File: config.mk
export PLATFORM = sky130hd
export DESIGN_NAME = rv_div
export DESIGN_NICKNAME = d
export VERILOG_FILES = /design/src/rtl/core/rv_div.sv
export SDC_FILE = /design/constraint.sdc
export NUM_CORES = 2
export LEC_CHECK = 0
export ABC_AREA = 1
export BUFFER_PORTS_ARGS = -buffer_cell sky130_fd_sc_hd__buf_2
export CAP_MARGIN = 0
export CORE_MARGIN = 2
export CORE_UTILIZATION = 50
export DETAILED_ROUTE_END_ITERATION = 7
export PLACE_DENSITY_LB_ADDON = 0.2
export REMOVE_ABC_BUFFERS = 1
export SETUP_SLACK_MARGIN = 0.15
export SLEW_MARGIN = 20
export SYNTH_ARGS = -nofsm -noshare
export SYNTH_HDL_FRONTEND = slang
export SYNTH_SLANG_ARGS = --single-unit
File: constraint.sdc
create_clock -name clk -period 2.61 [get_ports clk]
set_clock_uncertainty 0.15 [all_clocks]
set_input_delay 0.783 -clock clk [delete_from_list [all_inputs] [get_ports clk]]
set_output_delay 0.783 -clock clk [all_outputs]
set_load 0.02 [all_outputs]
File: src/rtl/core/rv_div.sv
`timescale 1ns / 1ps
`default_nettype none
// Restoring divider, one quotient bit per stage. The numerator must be
// below the denominator; the quotient is floor(num * 2^Q_BITS / den).
module rv_div #(
	parameter int D_W    = 27,
	parameter int Q_BITS = 20,
	parameter int SIDE_W = 25
) (
	input  wire logic              clk,
	input  wire logic              arst_n,
	input  wire logic              en,
	input  wire logic              in_valid,
	input  wire logic [D_W-1:0]    in_num,
	input  wire logic [D_W-1:0]    in_den,
	input  wire logic [SIDE_W-1:0] in_side,
	output logic                   out_valid,
	output logic [Q_BITS-1:0]      out_quo,
	output logic [SIDE_W-1:0]      out_side
);
	logic              v_sk    [0:Q_BITS-1];
	logic [D_W-1:0]    rem_sk  [0:Q_BITS-1];
	logic [Q_BITS-1:0] quo_sk  [0:Q_BITS-1];
	logic [SIDE_W-1:0] side_sk [0:Q_BITS-1];

	for (genvar k = 0; k < Q_BITS; k++) begin : g_step
		logic              v_prev;
		logic [D_W-1:0]    rem_prev;
		logic [Q_BITS-1:0] quo_prev;
		logic [SIDE_W-1:0] side_prev;
		logic [D_W:0]      r2;
		logic [D_W:0]      diff;
		logic              ge;

		if (k == 0) begin : g_first
			assign v_prev    = in_valid;
			assign rem_prev  = in_num;
			assign quo_prev  = '0;
			assign side_prev = in_side;
		end else begin : g_next
			assign v_prev    = v_sk[k-1];
			assign rem_prev  = rem_sk[k-1];
			assign quo_prev  = quo_sk[k-1];
			assign side_prev = side_sk[k-1];
		end

		assign r2   = {rem_prev, 1'b0};
		assign diff = r2 - {1'b0, in_den};
		assign ge   = r2 >= {1'b0, in_den};

		always_ff @(posedge clk or negedge arst_n) begin
			if (!arst_n) begin
				v_sk[k] <= 1'b0;
			end else if (en) begin
				v_sk[k] <= v_prev;
			end
		end

		always_ff @(posedge clk) begin
			if (en) begin
				rem_sk[k]  <= ge ? diff[D_W-1:0] : r2[D_W-1:0];
				quo_sk[k]  <= {quo_prev[Q_BITS-2:0], ge};
				side_sk[k] <= side_prev;
			end
		end
	end

	assign out_valid = v_sk[Q_BITS-1];
	assign out_quo   = quo_sk[Q_BITS-1];
	assign out_side  = side_sk[Q_BITS-1];

endmodule
`default_nettype wire

Yosys cells after proc, flatten, opt, wreduce, memory -nomap -nowiden
Memories as Yosys holds them, arrays and structs flattened.
Cells that the tools add are included.
W data, S select, Z words.
{ "word_totals": {"regBits": 20, "mem_bits_rw": 1440, "in_bits": 83, "output_inout_bits": 46, "wordCells": 85, "n_memories": 3} }
{ "mem_list": {"columns": ["name", "words", "word_bits", "rd", "rd_clocked_by_memory_dff", "write_ports", "line", "rtl"], "rows": [
  ["rem_sk", 20, 27, 19, 0, 20, "22", "logic [D_W-1:0] rem_sk [0:Q_BITS-1];"],
  ["side_sk", 20, 25, 20, 0, 20, "24", "logic [SIDE_W-1:0] side_sk [0:Q_BITS-1];"],
  ["quo_sk", 20, 20, 20, 0, 20, "23", "logic [Q_BITS-1:0] quo_sk [0:Q_BITS-1];"]
]} }
{ "op_classes": {"n_addsub": 20, "order_cmp": 20, "muxes": 22} }
{ "ops": {"columns": ["cell", "n"], "rows": [
  ["$ge A28 B27 Y1", 20],
  ["$mux W27", 20],
  ["$sub A27 B27 Y27", 20],
  ["$mux W1", 2]
]} }

Longest topological paths before layout
An unclocked memory read counts as a cell.
{ "logic_depth": {"ltp_word": 3, "ltp_mapped": 15, "mapped_depth_nobuf": 14} }

Worst setup path after synthesis
Ideal clock, no wire load.
{ "synth_path": {"path_kind": "input to register", "start": "in in_den[0]", "end": "mem rem_sk[12][1] (data pin)", "setup_ns": 0.256, "arrival_time_ns": 3.189, "required_time_ns": 2.204, "setup_slack_ns": -0.985, "cell_stages": 12, "n_path_buf": 3, "path_cell_list": "inv_1 buf_2 buf_2 fa_1 nand3_1 nand3_1 nand3_1 nand3b_1 nand2_1 nand3_1 buf_4 o21ai_1"} }
{ "synth_lines": {"columns": ["element", "line", "rtl"], "rows": [
  ["start, declared", "15", "input wire logic [D_W-1:0] in_den,"],
  ["end, declared", "22", null]
]} }

==> flow_summary.yaml <==
routing:
  wl_met3_um: 20800
  dr_total_vias: 79600
  drt-met1-wl_um: 123000
  drtPass1Iterations: 8
  drt_iter0_drc: 6613
  route.detailed.drc: 20
  drt-total-wl_um: 290000
  ant_nets: 0
  wire_per_inst_um: 18.7
  wl_met2_um: 131000
  top_layer: "met5"
  vias_per_cell: 5.15
worst_setup_path:
  crit_fanout: 16
  slowest_stage: "buf_4"
  critPathCaptureType: "flop"
  crit_chain: "buf_2, inv_4, buf_12, buf_4, ha_4, nand2_1, inv_1, nand2_1, nand2_1, nand2_1, nand2_2, a21oi_4, nand3_4, buf_12, buf_4, nand3_1, nand2_1"
  cp_slowest_stage_delay_ns: 0.24
  arrival_ns: 2.94
  cpLargestDelayFamily: "buffers and inverters"
  critical_path_buf_inv_count: 7
  critPathLaunchType: "input port"
  cp.required_ns: 3.04
  cp_common_cell: "nand2_1"
  critical_path_class: "input port to flop"
yosys:
  yosysSeqAreaShare_pct: 44.1
  synth.distinct_cells: 43
  synth-async-reset-ratio_pct: 1.61
  synthCells: 11000
  synth_edf_count: 1223
  synth_seq_cells: 1243
  yosys.area.top_type: "edfxtp_1"
  synth_ff_type: "edfxtp_1"
  syn_area_um2: 84400
  yosys_warnings: 0
  synth_top_area_share_pct: 43.5
  ys_top_cells_by_area: "edfxtp_1, nand2_1, inv_1, ha_1, nand3_1"
  avgSynthCellArea_um2: 7.68
run_status:
  status: "finished with violations"
  violations: "DRC"
floorplan:
  die_h_um: 415
  die_area_um2: 172000
  rows: 150
  die_w_um: 415
  coreArea_um2: 167000
  initial_core_util_pct: 50.4
  ioPinCount: 129
global_route:
  grt_pass1_vias: 74700
  grtUsageTotal_pct: 31.6
  antenna_found_initial: 6
  grt_pass1_wl_um: 420000
  grt_start_max_net_pins: 84
  grt_overflow: 0
power_and_ir_drop:
  p_clk_share_pct: 15.9
  p_seq_share_pct: 26.8
  power.net_switching_w: 0.0544
  p_leak_nw: 57.7
  ir_drop_v: 0.000868
  pwr-share-comb_pct: 57.3
  cell_internal_pwr_w: 0.0734
  switching_share_pct: 42.6
  power_density_nw_per_um2: 1140
timing:
  fmax_ghz: 0.398
  setup_tns_ns: 0
  setup_violations: 0
  finalWorstPathRequiredPeriod_ns: 2.51
  post-route-period-util_pct: 96.3
  tightest_slew_ns: 0.503
  grt_setup_unrepaired: "yes"
  relSlewSlack_pct: 66.4
  hold_viol_final: 0
  slew_violations: 0
  setup_ws_ns: 0.0971
clock_tree:
  clock-root-buffer: "clkbuf_16"
  clkTransAtPathRegs_ns: 0.06
  htreeDepth: 4
  insertion_delay_ns: 0.84
  cts_tree: "yes"
  clockBufferDepth: 3
  cts_buffers: 139
  cts_sinks: 1243
place:
  globalplace.congestion: 0.985
  placed_cell_area_um2: 102000
  io_buffers: 128
  dpl_worst_slack_ns: -0.877
  dpl.hpwl_um: 217000
job:
  drv_cap: 0
finish:
  fillCellCount: 14200
  utilization_pct: 67.0
  finalNetCount: 13800
  drive_above_1_share_pct: 22.4
  area_delta_synth_final_pct: 32.8
  stdcell_area_um2: 112000
worst_hold_path:
  min-delay-path-class: "input port to flop"
## Yosys cell counts (2+ instances only)
| library cell | count |
|---|---|
| nor2_1 | 670 |
| nor2_4 | 7 |
| buf_1 | 7 |
| o21ai_1 | 32 |
| nand2_1 | 4142 |
| nand3b_2 | 2 |
| a21oi_4 | 2 |
| or2_0 | 10 |
| nand4_2 | 13 |
| nand2_2 | 33 |
| nor3_4 | 5 |
| clkbuf_1 | 50 |
| nand3b_1 | 96 |
| a21o_1 | 19 |
| fa_1 | 19 |
| nor2_2 | 17 |
| dfrtp_1 | 20 |
| nand4_1 | 384 |
| buf_6 | 18 |
| nor3_1 | 21 |
| nand4_4 | 6 |
| a21oi_2 | 17 |
| nand3_1 | 630 |
| and2_1 | 20 |
| ha_1 | 539 |
| or2_1 | 5 |
| xor2_1 | 249 |
| nor3_2 | 16 |
| buf_4 | 10 |
| inv_1 | 2099 |
| nand3_2 | 46 |
| or2_2 | 35 |
| buf_8 | 5 |
| inv_2 | 5 |
| buf_2 | 60 |
| o21ai_0 | 200 |
| clkinv_1 | 6 |
| a21oi_1 | 255 |
| edfxtp_1 | 1223 |
## routing by layer
metal / up-vias / GRT usage (%)
li1: 39500 / -
met1: 36700 / 43.1
met2: 2829 / 51.1
met3: 634 / 4.11
met4: 2 / 12.1
met5: - / 0
## worst paths after layout
| path | start | end | slack (ns) | cells past startpoint |
|---|---|---|---|---|
| hold / removal | in_valid | g_step[1].v_prev | 0.06 | 3 |
| setup / recovery | in_den[15] | rem_sk[12][25] | 0.1 | 17 |
| max in group asynchronous | arst_n | g_step[17].v_prev | 1.65 | 2 |
| setup reg to reg | rem_sk[11][16] | rem_sk[12][9] | 0.11 | 9 |
| min in group asynchronous | arst_n | g_step[4].v_prev | 0.31 | 2 |
| hold reg to reg | side_sk[7][8] | side_sk[8][8] | 0.26 | 0 |
## layout by cell type, fill, tap and decap left out, drive strengths merged, types with 232 or more instances in the layout
| cell type | count |
|---|---|
| nand2 | 4175 |
| edfxtp | 1223 |
| xor2 | 249 |
| a21oi | 274 |
| nor2 | 694 |
| nand4 | 403 |
| buf | 2112 |
| ha | 539 |
| nand3 | 676 |
| o21ai | 232 |
| inv | 2108 |
## final cells by class
type | count | area [um2] | share of cell area [%]
Timing Repair Buffer | 2164 | 18200 | 16.2
Sequential cell | 1243 | 37200 | 33.2
Clock inverter | 93 | 1150 | 1.03
Tap cell | 2204 | 2760 | 2.46
Clock buffer | 162 | 3600 | 3.21
Inverter | 2110 | 7990 | 7.13
Multi-Input combinational cell | 7493 | 41200 | 36.7
Antenna cell | 2 | 5.00 | 0.00446
## sequential cells by signal, summed over array words and instances (netlist names)
signal / count
rem_sk: 513
side_sk: 500
quo_sk: 210
g_step.v_prev: 19
out_valid: 1
## timing repair
| action | 4_1_cts | 5_1_grt |
|---|---|---|
| gates resized for setup | 55 | 497 |
| setup endpoints to repair | 250 | 488 |
| cloned | 1 | 28 |
| hold endpoints to repair | 45 | 0 |
| buffers inserted | 16 | 137 |
| pin swaps | 6 | 77 |
| hold buffers | 26 | 0 |
## through the flow
stage | instances | power, W | hold WS, ns
6_report | 15500 | 0.128 | 0.0632
2_1_floorplan | 10800 | 0.0693 | 0.250
3_3_place_gp | 15000 | 0.0990 | 0.250
3_5_place_dp | 15000 | 0.100 | 0.255
4_1_cts | 15300 | 0.122 | 0.00994
5_1_grt | 15500 | 0.137 | 0.0528
## worst reg2reg max path, cell delays in order (launching register included)
cell and delay (ns):
edfxtp_1 0.56, ha_4 0.37, nand2_1 0.09, nor2_2 0.17, nand2_1 0.10, inv_1 0.09, nand4_2 0.14, nand3_4 0.16
bufbuf_16 0.31, o21ai_2 0.09
## cell families after synthesis
family / after synthesis / share of synthesized area [%]
XOR/XNOR: 249 / 2.58
buffers and inverters: 2261 / 10.4
flip-flops: 1243 / 44.1
AND/OR/NAND/NOR: 6159 / 31.2
adder cells (fa/ha/maj): 558 / 8.44
AO/OA/AOI/OAI: 527 / 3.29
## power by group through the flow
stage          clock [W]  combinational (W)  sequential, W
2_1_floorplan          0             0.0380         0.0313
3_3_place_gp           0             0.0649         0.0341
3_5_place_dp           0             0.0660         0.0341
4_1_cts           0.0207             0.0672         0.0338
5_1_grt           0.0214             0.0811         0.0344
6_report          0.0203             0.0732         0.0342
No activity file was read; power rests on OpenSTA's default activity.
