===== src/rtl/core/rv_pkg.sv =====
`timescale 1ns / 1ps
`default_nettype none
package rv_pkg;

	// Configuration register widths.
	localparam int DIM_W    = 13;
	localparam int FACT_W   = 11;
	localparam int M2_W     = 2 * DIM_W + 1;

	// Q1.10 arithmetic.
	localparam int FRAC_BITS = 10;
	localparam int QUO_BITS  = 2 * FRAC_BITS;
	localparam int ROOT_BITS = FRAC_BITS;
	localparam logic [FACT_W-1:0] ONE_Q10 = FACT_W'(1 << FRAC_BITS);

	// Register indexes on the configuration port.
	localparam int ADDR_W = 4;
	localparam logic [1:0] REG_WIDTH    = 2'd0;
	localparam logic [1:0] REG_HEIGHT   = 2'd1;
	localparam logic [1:0] REG_STRENGTH = 2'd2;
	localparam logic [1:0] REG_MIN_FACT = 2'd3;

	typedef struct packed {
		logic [DIM_W-1:0]  image_width;
		logic [DIM_W-1:0]  image_height;
		logic [FACT_W-1:0] strength;
		logic [FACT_W-1:0] min_factor;
	} cfg_t;

endpackage
`default_nettype wire


===== src/rtl/core/rv_cfg.sv =====
`timescale 1ns / 1ps
`default_nettype none
module rv_cfg (
	input  wire logic                     clk,
	input  wire logic                     arst_n,
	input  wire logic                     psel,
	input  wire logic                     penable,
	input  wire logic                     pwrite,
	input  wire logic [rv_pkg::ADDR_W-1:0] paddr,
	input  wire logic [31:0]              pwdata,
	output logic      [31:0]              prdata,
	output logic                          pready,
	output rv_pkg::cfg_t                  cfg,
	output logic      [rv_pkg::M2_W-1:0]  m2
);
	import rv_pkg::*;

	cfg_t                cfg_q;
	logic [2*DIM_W-1:0]  wsq_q;
	logic [2*DIM_W-1:0]  hsq_q;
	logic [M2_W-1:0]     m2_q;
	logic                wr_en;

	assign pready = 1'b1;
	assign wr_en  = psel && penable && pwrite && pready;

	always_ff @(posedge clk or negedge arst_n) begin
		if (!arst_n) begin
			cfg_q.image_width  <= DIM_W'(640);
			cfg_q.image_height <= DIM_W'(480);
			cfg_q.strength     <= FACT_W'(717);
			cfg_q.min_factor   <= FACT_W'(307);
		end else if (wr_en) begin
			case (paddr[3:2])
				REG_WIDTH:    cfg_q.image_width  <= pwdata[DIM_W-1:0];
				REG_HEIGHT:   cfg_q.image_height <= pwdata[DIM_W-1:0];
				REG_STRENGTH: cfg_q.strength     <= pwdata[FACT_W-1:0];
				REG_MIN_FACT: cfg_q.min_factor   <= pwdata[FACT_W-1:0];
				default: ;
			endcase
		end
	end

	always_comb begin
		case (paddr[3:2])
			REG_WIDTH:    prdata = 32'(cfg_q.image_width);
			REG_HEIGHT:   prdata = 32'(cfg_q.image_height);
			REG_STRENGTH: prdata = 32'(cfg_q.strength);
			REG_MIN_FACT: prdata = 32'(cfg_q.min_factor);
			default:      prdata = 32'd0;
		endcase
	end

	// The corner distance is registered from the registers through wsq_q, hsq_q
	// and m2_q; the user must change the registers only while no pixel is in flight, the block itself does not enforce it.
	always_ff @(posedge clk) begin
		wsq_q <= cfg_q.image_width * cfg_q.image_width;
		hsq_q <= cfg_q.image_height * cfg_q.image_height;
		m2_q  <= M2_W'(wsq_q) + M2_W'(hsq_q);
	end

	assign cfg = cfg_q;
	assign m2  = m2_q;

endmodule
`default_nettype wire


===== config.mk =====
export PLATFORM = sky130hd
export DESIGN_NAME = rv_cfg
export DESIGN_NICKNAME = d
export VERILOG_FILES = /design/src/rtl/core/rv_pkg.sv /design/src/rtl/core/rv_cfg.sv
export SDC_FILE = /design/constraint.sdc
export NUM_CORES = 1
export LEC_CHECK = 0
export ABC_AREA = 0
export BUFFER_PORTS_ARGS = -buffer_cell sky130_fd_sc_hd__buf_2
export CAP_MARGIN = 20
export CORE_MARGIN = 3
export CORE_UTILIZATION = 42
export CTS_CLUSTER_DIAMETER = 150
export DETAILED_ROUTE_END_ITERATION = 12
export PLACE_DENSITY = 0.67
export SLEW_MARGIN = 10
export SYNTH_ARGS = -nofsm -noshare
export SYNTH_HDL_FRONTEND = slang
export SYNTH_SLANG_ARGS = --single-unit

===== constraint.sdc =====
create_clock -name clk -period 13.5 [get_ports clk]
set_input_delay 2.7 -clock clk [delete_from_list [all_inputs] [get_ports clk]]
set_output_delay 2.7 -clock clk [all_outputs]
set_load 0.01 [all_outputs]

; Word-level counts from Yosys, hierarchy flattened
; Index checks and enable logic that the tools add are counted.
; W data, S select, Z words.
[totals]
register_bits = 127
inputBits = 41
output_inout_bits = 108
wordCells = 21
[classes]
n_addsub = 1
mul = 2
n_eq_ne = 3
n_mux = 1
reduce_logical = 7
[ops]
columns = operator, n
row1 = $pmux W32 S4, 1
row2 = $mul A13 B13 Y26, 2
row3 = $add A26 B26 Y27, 1
row4 = $reduce_and A2 Y1, 4
row5 = $eq A2 B2 Y1 const B, 2
row6 = $eq A2 B1 Y1 const B, 1
row7 = $logic_and A1 B1 Y1, 2
row8 = $logic_not A2 Y1, 1

; Longest topological paths before layout
[depth]
ltp_word = 3
ltp_mapped = 23
depth_no_buf = 21

; Worst setup path before layout
; OpenSTA, ideal clock, no wires.
[synth_path]
kind = input -> output
startpoint = input port paddr[2] in the netlist's numbering
endpoint = output port prdata[10]
t_arrival_ns = 3.745
t_required_ns = 10.800
slack_ns = 7.055
path_stages = 3
path_buffers = 2
path_cell_list = buf_2 > buf_2 > mux4_2
[synth_via]
elab_chain_len = 2
elab_cells_between_ends = 5
cone_classes = 3 x eq/ne / 1 x mux / 1 x reduce/logical
[synth_lines]
columns = element, line
row1 = "start, declared", rv_cfg.sv:9  ; input wire logic [rv_pkg::ADDR_W-1:0] paddr,
row2 = "$eq A2 B2 Y1, or another cell as far along", rv_cfg.sv:45  ; case (paddr[3:2])
row3 = $pmux W32 S4 (*), rv_cfg.sv:45
row4 = "end, declared", rv_cfg.sv:11  ; output logic [31:0] prdata,
; Mark *: on every way between the ends. The rest lies on a longest branch, timed or not. The select of a mux whose other input is x is not followed.

; Worst setup path in the final report
[layout_path]
startpoint = input port paddr[2] in the netlist's numbering
endpoint = output port prdata[2]
; Same word-level chain as after synthesis.

==> impl_metrics.yaml <==
grt:
  first_global_vias: 11000
  globalRouteTotalUtil: 0.1821
  global_route.overflow_total: 0
  global_route_wire_length_before_repair_um: 54030
  grt_max_degree: 49
  grt_antenna_before_repair: 0
placement:
  placed_cells: 2065
  routabilityCongestion: 0.8463
  port_buffers: 107
  dpl_worst_slack_ns: 6.954
  dpl.hpwl_um: 25360
  placed_cell_area_mm2: 0.01546
cts:
  cts_max_path_buffers: 2
  cts-buffers-inserted: 17
  cts-resized-gates: 0
  cts_sinks: 125
  ctsHoldBuffers: 0
  clock_slew_at_reported_path_ffs_ns: 0.06
  tritoncts: "done"
  cts.htree.levels: 4
  buffers_inserted_by_post_cts_timing_repair: 0
  worst_skew_pair.late_latency_ns: 0.43
  root_buffer: "sky130_fd_sc_hd__clkbuf_16"
critical_path:
  timing.critical_path.slowest_cell_delay_ns: 0.57
  worst-path-max-fanout: 16
  cp-start-kind: "input port"
  required_ns: 10.80
  path_cells: "buf_2, mux4_2, buf_2"
  worst_ep_arrival_time_ns: 3.83
  worst-setup-path-type: "input port to output pin"
  r2r.worst_path.cells: 20
  critPathCaptureType: "output pin"
  slowest_stage: "sky130_fd_sc_hd__mux4_2"
  library_cell_appearing_most_often_on_the_critical_path: "sky130_fd_sc_hd__buf_2"
final_layout:
  layout.cell_area.non_filler_mm2: 0.01605
  diodes: 0
  most-common-layout-cells: "sky130_fd_sc_hd__inv_1 (378), sky130_fd_sc_hd__fa_1 (194), sky130_fd_sc_hd__ha_1 (162)"
  n_fill_cell: 3184
  layout-drive-gt1-share: 0.1454
  area_delta_synth_final_pct: 9.912
  final_cell_count_no_fill: 2099
  final_common_cell: "sky130_fd_sc_hd__inv_1"
  final_net_count: 2035
drt:
  finalWirelength_um: 31650
  detail_route.wl_per_cell_um: 15.08
  antenna_violating_nets_post_route: 0
  detailroute.via_count: 10510
  first_iter_violations: 509
  drc_errors: 0
  drtPass1Iterations: 5
  route.detailed.vias_per_inst: 5.005
status:
  run_status: "finished, final reports clean"
sta:
  layout_setup_ws_ns: 6.969
  drv_slew: 0
  fmaxAchievable_mhz: 153.1
  hold_viol_final: 0
  layout_worst_path_cycle_share: 0.4838
  fin_crit_ns: 6.531
  worst_slew_pin_slew_ns: 0.9380
  setup_viol_count_final: 0
  rsz0062_at_grt: "false"
  relSlewSlack: 0.3724
  final_total_negative_setup_slack_ns: 0
  fin_worst_skew_ns: 0.01814
worst_hold_path:
  hold_crit_depth: 1
  min_path_type: "flip-flop to flip-flop"
die:
  die-area_mm2: 0.03705
  start_util: 0.4312
  core-area_mm2: 0.03387
  io_pins: 149
  num_rows: 67
  die_width_um: 192.5
  dieHeight_um: 192.5
synth:
  summed_instance_area_of_the_synthesized_netlist_mm2: 0.01461
  synth_top_flop_cell: "sky130_fd_sc_hd__dfxtp_1"
  postSynthRegisterBits: 125
  synth_enable_flop_cells: 0
  syn-instance-count: 1557
  yosys.area.top_type_share: 0.2659
  synth.lib_cells_used.distinct: 63
  synth_warnings: 0
  synth-seq-area-share: 0.1892
  postSynthAreaPerCell_um2: 9.380
  yosysTopAreaCell: "sky130_fd_sc_hd__fa_1"
  ys_top_cells_by_area: "sky130_fd_sc_hd__fa_1 (27%), sky130_fd_sc_hd__ha_1 (14%), sky130_fd_sc_hd__dfxtp_1 (11%)"
  async_flop_share: 0.3840
flow_run:
  drv_cap: 0
==> per-stage QoR <==
stage	hold slack, ns	utilization
floorplan	0.4200	-
global placement	0.4397	0.4564
detailed placement	0.4346	0.4564
CTS	0.4670	0.4731
global route	0.4925	0.4740
finish	0.4684	0.4740
==> cell type report <==
| type | count | area [um^2] | share of cell area |
|---|---|---|---|
| multi-input combinational | 1003 | 10150 | 0.6323 |
| sequential | 125 | 2764 | 0.1722 |
| inverter | 378 | 1419 | 0.08839 |
| timing repair buffer | 113 | 596.8 | 0.03718 |
| tap | 448 | 560.5 | 0.03492 |
| clock buffer | 18 | 439.2 | 0.02736 |
| clock inverter | 14 | 123.9 | 0.007716 |
==> per-layer routing <==
metal | global-route usage | wire length [um] | vias up
li1 | - | - | 4984
met1 | 0.2469 | 14430 | 5254
met2 | 0.3116 | 15360 | 249
met4 | 0.03166 | 249 | 0
met3 | 0.02961 | 1602 | 19
met5 | 0 | 0 | -
==> critical path: cells and delay by family <==
family | cells | cell delay (ns)
muxes | 1 | 0.57
buffers and inverters | 2 | 0.55
==> Yosys cell counts, types with 3 or more instances <==
cell and instances:
sky130_fd_sc_hd__nand4_1 6, sky130_fd_sc_hd__o21ai_1 3, sky130_fd_sc_hd__xnor2_1 53, sky130_fd_sc_hd__and3_1 8
sky130_fd_sc_hd__nor2b_1 11, sky130_fd_sc_hd__mux2i_1 3, sky130_fd_sc_hd__dfrtp_1 31, sky130_fd_sc_hd__o21ai_0 29
sky130_fd_sc_hd__o31ai_1 4, sky130_fd_sc_hd__o21a_1 4, sky130_fd_sc_hd__o21bai_1 10, sky130_fd_sc_hd__nor3_1 13
sky130_fd_sc_hd__nand3_1 12, sky130_fd_sc_hd__nand2_1 131, sky130_fd_sc_hd__buf_4 20, sky130_fd_sc_hd__and2_1 55
sky130_fd_sc_hd__buf_2 5, sky130_fd_sc_hd__nor2_1 47, sky130_fd_sc_hd__ha_1 162, sky130_fd_sc_hd__a21o_1 35
sky130_fd_sc_hd__or2_2 5, sky130_fd_sc_hd__mux4_2 11, sky130_fd_sc_hd__o311ai_0 4, sky130_fd_sc_hd__xor2_1 21
sky130_fd_sc_hd__fa_1 194, sky130_fd_sc_hd__inv_1 378, sky130_fd_sc_hd__dfstp_2 17, sky130_fd_sc_hd__dfxtp_1 77
sky130_fd_sc_hd__a21oi_1 54, sky130_fd_sc_hd__o211ai_1 6, sky130_fd_sc_hd__mux2_2 47, sky130_fd_sc_hd__a31oi_1 7
sky130_fd_sc_hd__nand2b_1 5, sky130_fd_sc_hd__clkbuf_1 43, sky130_fd_sc_hd__a211oi_1 8
==> path summary, 6_finish.rpt <==
path | from | to | slack (ns)
setup / recovery | paddr[2] | prdata[2] | 6.97
hold / removal | hsq_q[0] | m2[0] | 0.47
setup reg to reg | cfg[27] | hsq_q[20] | 7.66
hold reg to reg | hsq_q[0] | m2[0] | 0.47
max in group asynchronous | arst_n | cfg[14] | 10.78
min in group asynchronous | arst_n | cfg[15] | 2.15
==> state kept, by name, summed over array words and instances (netlist names) <==
name	count
cfg	48
m2	27
hsq_q	25
wsq_q	25
==> cells by family after synthesis <==
family | share of synthesized area
AO/OA/AOI/OAI | 0.08773
XOR/XNOR | 0.04438
adder cells (fa/ha/maj) | 0.4047
buffers and inverters | 0.1204
flip-flops | 0.1892
multiplexers | 0.05526
other | 0.0005142
AND/OR/NAND/NOR | 0.09775
Power is not shown: default switching activity piles up to over one toggle a cycle in this logic, so the estimate is an artifact.
