### config.mk
export PLATFORM = sky130hd
export DESIGN_NAME = rv_sqrt
export DESIGN_NICKNAME = d
export VERILOG_FILES = /design/src/rtl/core/rv_sqrt.sv
export SDC_FILE = /design/constraint.sdc
export NUM_CORES = 1
export LEC_CHECK = 0
export ABC_CLOCK_PERIOD_IN_PS = 5900
export BUFFER_PORTS_ARGS = -buffer_cell sky130_fd_sc_hd__clkbuf_2
export CAP_MARGIN = 20
export CELL_PAD_IN_SITES_DETAIL_PLACEMENT = 1
export CELL_PAD_IN_SITES_GLOBAL_PLACEMENT = 1
export CORE_ASPECT_RATIO = 0.75
export CORE_MARGIN = 3
export CORE_UTILIZATION = 57
export DETAILED_ROUTE_END_ITERATION = 7
export HOLD_SLACK_MARGIN = 0.03
export PLACE_DENSITY = 0.9
export SYNTH_ARGS = -nofsm -noshare
export SYNTH_HDL_FRONTEND = slang
export SYNTH_SLANG_ARGS = --single-unit
### constraint.sdc
create_clock -name clk -period 5.9 [get_ports clk]
set_input_delay 1.18 -clock clk [delete_from_list [all_inputs] [get_ports clk]]
set_output_delay 1.18 -clock clk [all_outputs]
set_load 0.01 [all_outputs]
### src/rtl/core/rv_sqrt.sv
`timescale 1ns / 1ps
`default_nettype none
// Digit-by-digit integer square root, one root bit per stage.
module rv_sqrt #(
	parameter int Q_W    = 20,
	parameter int SIDE_W = 25
) (
	input  wire logic              clk,
	input  wire logic              arst_n,
	input  wire logic              en,
	input  wire logic              in_valid,
	input  wire logic [Q_W-1:0]    in_val,
	input  wire logic [SIDE_W-1:0] in_side,
	output logic                   out_valid,
	output logic [Q_W/2-1:0]       out_root,
	output logic [SIDE_W-1:0]      out_side
);
	localparam int R_W  = Q_W / 2;
	localparam int RM_W = R_W + 2;

	logic              v_sk    [0:R_W-1];
	logic [Q_W-1:0]    val_sk  [0:R_W-1];
	logic [RM_W-1:0]   rem_sk  [0:R_W-1];
	logic [R_W-1:0]    root_sk [0:R_W-1];
	logic [SIDE_W-1:0] side_sk [0:R_W-1];

	for (genvar k = 0; k < R_W; k++) begin : g_step
		logic              v_prev;
		logic [Q_W-1:0]    val_prev;
		logic [RM_W-1:0]   rem_prev;
		logic [R_W-1:0]    root_prev;
		logic [SIDE_W-1:0] side_prev;
		logic [RM_W+1:0]   cur;
		logic [RM_W+1:0]   trial;
		logic [RM_W+1:0]   diff;
		logic              ge;

		if (k == 0) begin : g_first
			assign v_prev    = in_valid;
			assign val_prev  = in_val;
			assign rem_prev  = '0;
			assign root_prev = '0;
			assign side_prev = in_side;
		end else begin : g_next
			assign v_prev    = v_sk[k-1];
			assign val_prev  = val_sk[k-1];
			assign rem_prev  = rem_sk[k-1];
			assign root_prev = root_sk[k-1];
			assign side_prev = side_sk[k-1];
		end

		// Bring down the next pair of bits, most significant pair first.
		assign cur   = {rem_prev, val_prev[Q_W-1-2*k -: 2]};
		assign trial = (RM_W+2)'({root_prev, 2'b01});
		assign ge    = cur >= trial;
		assign diff  = cur - trial;

		always_ff @(posedge clk or negedge arst_n) begin
			if (!arst_n) begin
				v_sk[k] <= 1'b0;
			end else if (en) begin
				v_sk[k] <= v_prev;
			end
		end

		always_ff @(posedge clk) begin
			if (en) begin
				val_sk[k]  <= val_prev;
				rem_sk[k]  <= ge ? diff[RM_W-1:0] : cur[RM_W-1:0];
				root_sk[k] <= {root_prev[R_W-2:0], ge};
				side_sk[k] <= side_prev;
			end
		end
	end

	assign out_valid = v_sk[R_W-1];
	assign out_root  = root_sk[R_W-1];
	assign out_side  = side_sk[R_W-1];

endmodule
`default_nettype wire

# == After elaboration in Yosys (flattened, before gate mapping) ==
# Memory sizes are Yosys's and may differ from the RTL's.
# Cells that the tools add are included.
# op_classes
mux,12
add_sub_neg,10
order_cmp,10
# op_table
op,n
greater-or-equal comparator 14 x 12 -> 1 bit,9
two-way mux 12 bit,10
subtractor 12 bit,9
subtractor 2 x 1 -> 3 bit (second input constant),1
greater-or-equal comparator 2 x 1 -> 1 bit (second input constant),1
two-way mux 1 bit,2
# totals
ff_bits,10
word_cells,46
output_inout_bits,36
ramBits,670
mem_count,4
inputBits,49
# memory_table
name,words,word_bits,rd,rd_clocked_by_memory_dff,write_ports,line_no,source
side_sk,10,25,10,0,10,25,logic [SIDE_W-1:0] side_sk [0:R_W-1];
val_sk,10,20,9,0,10,22,logic [Q_W-1:0] val_sk [0:R_W-1];
rem_sk,10,12,9,0,10,23,logic [RM_W-1:0] rem_sk [0:R_W-1];
root_sk,10,10,10,0,10,24,logic [R_W-1:0] root_sk [0:R_W-1];

# == Logic depth before layout (Yosys ltp) ==
# Gate-level depths: netlist of the first run.
# An unclocked memory read counts as a cell.
# logic_depth
ltp_word,3
depth_mapped,10
depth_no_buf,9

# == Worst setup path before layout of the first run ==
# No wires, ideal clock.
# synth_timing
kind,reg-to-reg
start,memory rem_sk[7][1] in the netlist's numbering
end,"memory rem_sk[8][4] in the netlist's numbering, data pin"
path_slack_ns,3.638
period_less_slack_ns,2.262
n_path_buf,1
setup_ns,0.260
arrival_ns,2.002
stages_incl_launch_ff,8
required_time_ns,5.640
cell_sequence,edfxtp_1 > ha_1 > o211ai_1 > a21o_1 > a21oi_1 > or4b_1 > buf_6 > mux2_4
# synth_rtl
item,line_no
"start, declared",23

==> results of run 1 <==
[report_power, final]
group | switching (mW) | internal [mW] | total, mW
clock | 1.37 | 1.71 | 3.08
combinational | 0.416 | 0.261 | 0.676
sequential | 0.177 | 4.28 | 4.45
[cell type report]
cell class | count | area share [%]
inverter | 73 | 1.28
clock buffer | 52 | 5.49
multi-input combinational | 489 | 16.3
clock inverter | 33 | 1.65
tap | 435 | 2.55
timing repair buffer | 93 | 2.45
sequential | 502 | 70.3
[flip-flops by register name (all words and copies together) (netlist names)]
name	cells
side_sk	250
val_sk	90
rem_sk	97
out_valid	1
root_sk	55
g_step.v_prev	9
[per-stage QoR]
stage	hold WS (ps)	cell area (um^2)	cells	setup slack, ps
after global routing	417	21400	1677	2690
final	406	21400	1677	2760
after global placement	400	19800	1590	2940
after floorplan	400	18800	1074	3640
after detailed placement	405	19800	1590	2920
after CTS	401	21300	1675	2730
[per-layer routing]
layer,share of wire (%),global-route usage [%]
met1,36,27.6
met2,53,45.4
met3,5.1,4.31
met4,5.8,12.9
met5,0,0
[worst max-delay path by stage]
stage,start,to,slack [ps],cells past startpoint
final,rem_sk[4][1]$_DFFE_PP_,rem_sk[5][4]$_DFFE_PP_,2760,6
after detailed placement,en,side_sk[6][7]$_DFFE_PP_,2920,2
after global routing,root_sk[4][0]$_DFFE_PP_,rem_sk[5][7]$_DFFE_PP_,2690,8
after floorplan,rem_sk[7][1]$_DFFE_PP_,rem_sk[8][4]$_DFFE_PP_,3640,7
after CTS,rem_sk[2][0]$_DFFE_PP_,rem_sk[3][11]$_DFFE_PP_,2730,7
after global placement,en,root_sk[6][5]$_DFFE_PP_,2940,2
[layout by cell type (no fill, tap or decap), types with 4 or more instances in the layout]
master     count
edfxtp_1     492
clkbuf_2      83
inv_1         73
ha_1          63
nor2_1        62
a21oi_1       48
clkbuf_16     46
nand2_1       40
xnor2_1       40
o21ai_0       39
xor2_1        24
nor3_1        17
o21a_1        17
nand2b_1      14
mux2_2        14
clkinv_1      11
nand3_1       10
clkinv_2      10
dfrtp_1       10
a21o_1         8
o211ai_1       7
or3_1          7
buf_4          7
nand4_1        6
o31a_1         6
nor4_1         6
nor2b_1        6
clkbuf_1       6
bufinv_16      6
or4_1          5
a211oi_1       4
nand3b_1       4
[kinds of logic after synthesis]
| family | synth area share [%] |
|---|---|
| adder cells (fa/ha/maj) | 4.18 |
| other | 0.0199 |
| multiplexers | 1.10 |
| XOR/XNOR | 3.06 |
| AND/OR/NAND/NOR | 5.14 |
| buffers and inverters | 1.80 |
| AO/OA/AOI/OAI | 4.93 |
| flip-flops | 79.8 |
==> flow_metrics.tcl, run 1 <==
set metrics [dict create \
    status "finished, final reports clean" \
    grt_pass1_wl_um 65400 \
    postCtsHoldBufs 0 \
    reg2reg_from "rem_sk[4][1]$_DFFE_PP_" \
    path_clk_slew_ps 70 \
    grtUsageTotal_pct 24.6 \
    cts_buffers 46 \
    crit_family "compound AO/OA/AOI/OAI gates" \
    cpPeakStageDelay_ps 880 \
    cts_sinks 502 \
    fin_tns_setup_ps 0 \
    hp-class "flip-flop to flip-flop" \
    synth_seq_cells 502 \
    tightest_slew_ps 1100 \
    regArea_um2 15000 \
    post-synth-top-area-cell "edfxtp_1" \
    num-fill-cells 2712 \
    clock_latency_ps 590 \
    place.port_buffers 84 \
    synth.top_cell.area_share_pct 78.4 \
    synthesis.nets 1186 \
    ctsResizeCount 0 \
    fin_crit_sh_pct 53.3 \
    first_iter_violations 1070 \
    cp.arrival_ps 3470 \
    syn_inst 1074 \
    synth.distinct_cells 60 \
    total_leakage_power_nw 7.94 \
    n_antenna_cell 0 \
    utilization_pct 67.0 \
    yosysSeqAreaShare_pct 79.8 \
    drc 0 \
    routed_wirelength_um 42700 \
    syn_area_um2 18800 \
    start_util_pct 59.1 \
    rows 56 \
    grt.overflow.total 0 \
    r2r_slack_ps 2760 \
    yosys-top-cells-area "edfxtp_1 78%, ha_1 4.2%, xnor2_1 1.9%" \
    path_buf_inv 0 \
    p_per_area_nw_per_um2 384 \
    crit_fanout 14 \
    min_period_ps 3140 \
    hold_depth 0 \
    drv_slew 0 \
    fin_worst_skew_ps 30.1 \
    multiInputGateArea_um2 3470 \
    drv_cap 0 \
    via_per_inst 5.89 \
    setup_viol 0 \
    dp_hpwl_um 23300 \
    die_h_um 163 \
    avgSynthCellArea_um2 17.5 \
    critPathLaunchType "flip-flop" \
    drtAntennaViolNets 0 \
    grt_setup_unrepaired "false" \
    die_width_um 216 \
    ys_top_cells_by_count "492 x edfxtp_1, 73 x inv_1, 63 x ha_1" \
    synth_most_common_cell "edfxtp_1" \
    drt_pass1_iterations 5 \
    fp.dieArea_um2 35300 \
    endpoint_kind "flip-flop" \
    synth-async-reset-ratio_pct 1.99 \
    grt_start_max_net_pins 134 \
    cts_tree "yes" \
    fmax_mhz 318 \
    ioPinCount 85 \
    worstPathRequired_ps 6220 \
    via_count 9885 \
    critical_path_class "flip-flop to flip-flop" \
    cts_htree_levels 2 \
    grt_pass1_vias 10831 \
    clockRootBuffer "clkbuf_16" \
    ir_worst_vdd_mv 0.317 \
    antenna_found_initial 0 \
    crit_chain "ha_1, o21a_1, o31a_1, nor3_1, o21bai_1, mux2_2" \
    layout-drive-gt1-share_pct 15.1 \
    final-hold-violation-count 0 \
    slowest_stage "o21bai_1" \
    rr_endpoint "rem_sk[5][4]$_DFFE_PP_" \
    detail_route.wl_per_cell_um 25.5 \
    slew_headroom_pct 26.4 \
    post-cts-setup-buffers 0 \
    finalNetCount 1317 \
    worstHoldStart "side_sk[8][21]$_DFFE_PP_" \
    yosys_warnings 0 \
    place_congestion 0.844 \
    core-area_um2 31900 \
    synth-edff-count 492 \
    power_mw 8.21 \
    holdPathEnd "side_sk[9][21]$_DFFE_PP_" \
    area_delta_synth_final_pct 13.4 \
    synth_ff_type "edfxtp_1" \
    worstRegToRegCells 6 \
    ctsLongestPathBuffers 3 \
]
No activity file was read; power rests on OpenSTA's default activity.
==> run 2: changes to the inputs <==
Settings changed: ABC_CLOCK_PERIOD_IN_PS 5900 to 2900, CORE_UTILIZATION 57 to 53, PLACE_DENSITY 0.9 to 0.85.
Clock period 5.9 ns to 2.9 ns, I/O delays scaled along.
==> run 2 against run 1 <==
Effect of this change: clock power grew 93%; hold slack got worse by 230 ps; cell count rose by 1.7%; via count decreased by 7.1%; critical path depth increased by 1; setup slack worse by 2600 ps; global-route usage is 6.3 points lower; routed wire length is 20% lower; clock skew barely moved; combinational power rose by 89%; critical path type unchanged; critical endpoint is now rem_sk[2][9]$_DFFE_PP_; highest routed layer unchanged.
==> flow_metrics.tcl, run 2 (synthesis results as in run 1) <==
set metrics [dict create \
    grtUsageTotal_pct 18.3 \
    biggestRegsByFlops "side_sk (250), rem_sk (97), val_sk (90)" \
    worstPathRequired_ps 3220 \
    start_util_pct 54.1 \
    ir_worst_vdd_mv 0.662 \
    drv_slew 0 \
    grt_setup_unrepaired "false" \
    fmax_mhz 369 \
    grt.overflow.total 0 \
    cts_sinks 502 \
    final_common_cell "edfxtp_1" \
    cts_tree "yes" \
    layout-drive-gt1-share_pct 15.2 \
    drv_cap 0 \
    drtAntennaViolNets 0 \
    core-area_um2 34800 \
    dp_hpwl_um 21500 \
    final_cell_mix "492 x edfxtp_1, 83 x clkbuf_2, 73 x inv_1" \
    path_clk_slew_ps 70 \
    detail_route.wl_per_cell_um 20.1 \
    n_antenna_cell 0 \
    p_per_area_nw_per_um2 755 \
    status "finished, final reports clean" \
    clock_latency_ps 570 \
    area_delta_synth_final_pct 13.9 \
    post-cts-setup-buffers 0 \
    drt_pass1_iterations 5 \
    finalNetCount 1323 \
    place.port_buffers 84 \
    die_width_um 224 \
    min_period_ps 2710 \
    antenna_found_initial 0 \
    largest_reg_flops 250 \
    first_iter_violations 555 \
    slew_headroom_pct 44.9 \
    place_congestion 0.860 \
    total_leakage_power_nw 7.96 \
    grt_pass1_wl_um 54100 \
    whs_ps 180 \
    postCtsHoldBufs 1 \
    rows 59 \
    ctsLongestPathBuffers 3 \
    final-hold-violation-count 0 \
    drc 0 \
    critical_path_class "flip-flop to flip-flop" \
    ioPinCount 85 \
    routed_wirelength_um 34300 \
    hp-class "input port to flip-flop" \
    via_count 9185 \
    utilization_pct 61.6 \
    ctsResizeCount 0 \
    placed_area_um2 20000 \
    critPathLaunchType "flip-flop" \
    crit_fanout 4 \
    tightest_slew_ps 805 \
    largest-register "side_sk" \
    fin_crit_sh_pct 93.5 \
    grt_pass1_vias 10081 \
    via_per_inst 5.39 \
    endpoint_kind "flip-flop" \
    clockRootBuffer "clkbuf_16" \
    cp.arrival_ps 3030 \
    cts_htree_levels 2 \
    setup_viol 0 \
    die_h_um 169 \
    stdcell_area_um2 21500 \
    fin_tns_setup_ps 0 \
    fp.dieArea_um2 37900 \
    grt_start_max_net_pins 79 \
    fin_worst_skew_ps 30.6 \
    cts_buffers 46 \
]
run 2: metal layers:
metal  vias to the layer above  part of all wire (%)  global-route usage [%]  routed length [um]
met5                         -                     0                       0                   0
met4                         0                   2.8                    6.00                 977
met1                      4603                    39                    20.9               13400
met3                        78                   3.3                    3.10                1140
met2                       174                    55                    35.1               18800
li1                       4330                     -                       -                   -
run 2: path summary, 6_finish.rpt:
check	startpoint	endpoint	slack [ps]	depth (start not counted)
setup / recovery	rem_sk[1][0]$_DFFE_PP_	rem_sk[2][9]$_DFFE_PP_	190	7
hold / removal	in_side[6]	side_sk[0][6]$_DFFE_PP_	180	1
setup reg to reg	rem_sk[1][0]$_DFFE_PP_	rem_sk[2][9]$_DFFE_PP_	190	7
hold reg to reg	val_sk[1][8]$_DFFE_PP_	val_sk[2][8]$_DFFE_PP_	410	0
max in group asynchronous	arst_n	g_step[7].v_prev$_DFFE_PN0P_	2260	2
min in group asynchronous	arst_n	out_valid$_DFFE_PN0P_	430	2
run 2: layout make-up:
| type | count | area, um^2 |
|---|---|---|
| tap | 457 | 572 |
| clock buffer | 64 | 1280 |
| sequential | 502 | 15000 |
| multi-input combinational | 489 | 3470 |
| fill | 3115 | 13400 |
| clock inverter | 21 | 196 |
| timing repair buffer | 99 | 633 |
| inverter | 73 | 274 |
run 2: through the flow:
stage / std cells / power (mW) / setup WS [ps]
6_report: 1705 / 16.2 / 188
5_1_grt: 1705 / 16.8 / 0.994
4_1_cts: 1705 / 16.4 / 235
3_5_place_dp: 1619 / 10.4 / 230
3_3_place_gp: 1619 / 10.2 / 385
2_1_floorplan: 1074 / 9.82 / 638
run 2: worst max-delay path, cell delays in order (launching register included):
cell       delay (ps)
edfxtp_1          440
ha_1              400
o21a_1            160
o21ai_0           210
nand2b_1          170
a2111oi_0         740
nand2b_1          180
xnor2_1           170
run 2: report_power, final:
group | switching (mW) | total, mW | internal [mW]
sequential | 0.304 | 9.00 | 8.69
combinational | 0.736 | 1.28 | 0.539
clock | 2.63 | 5.93 | 3.30
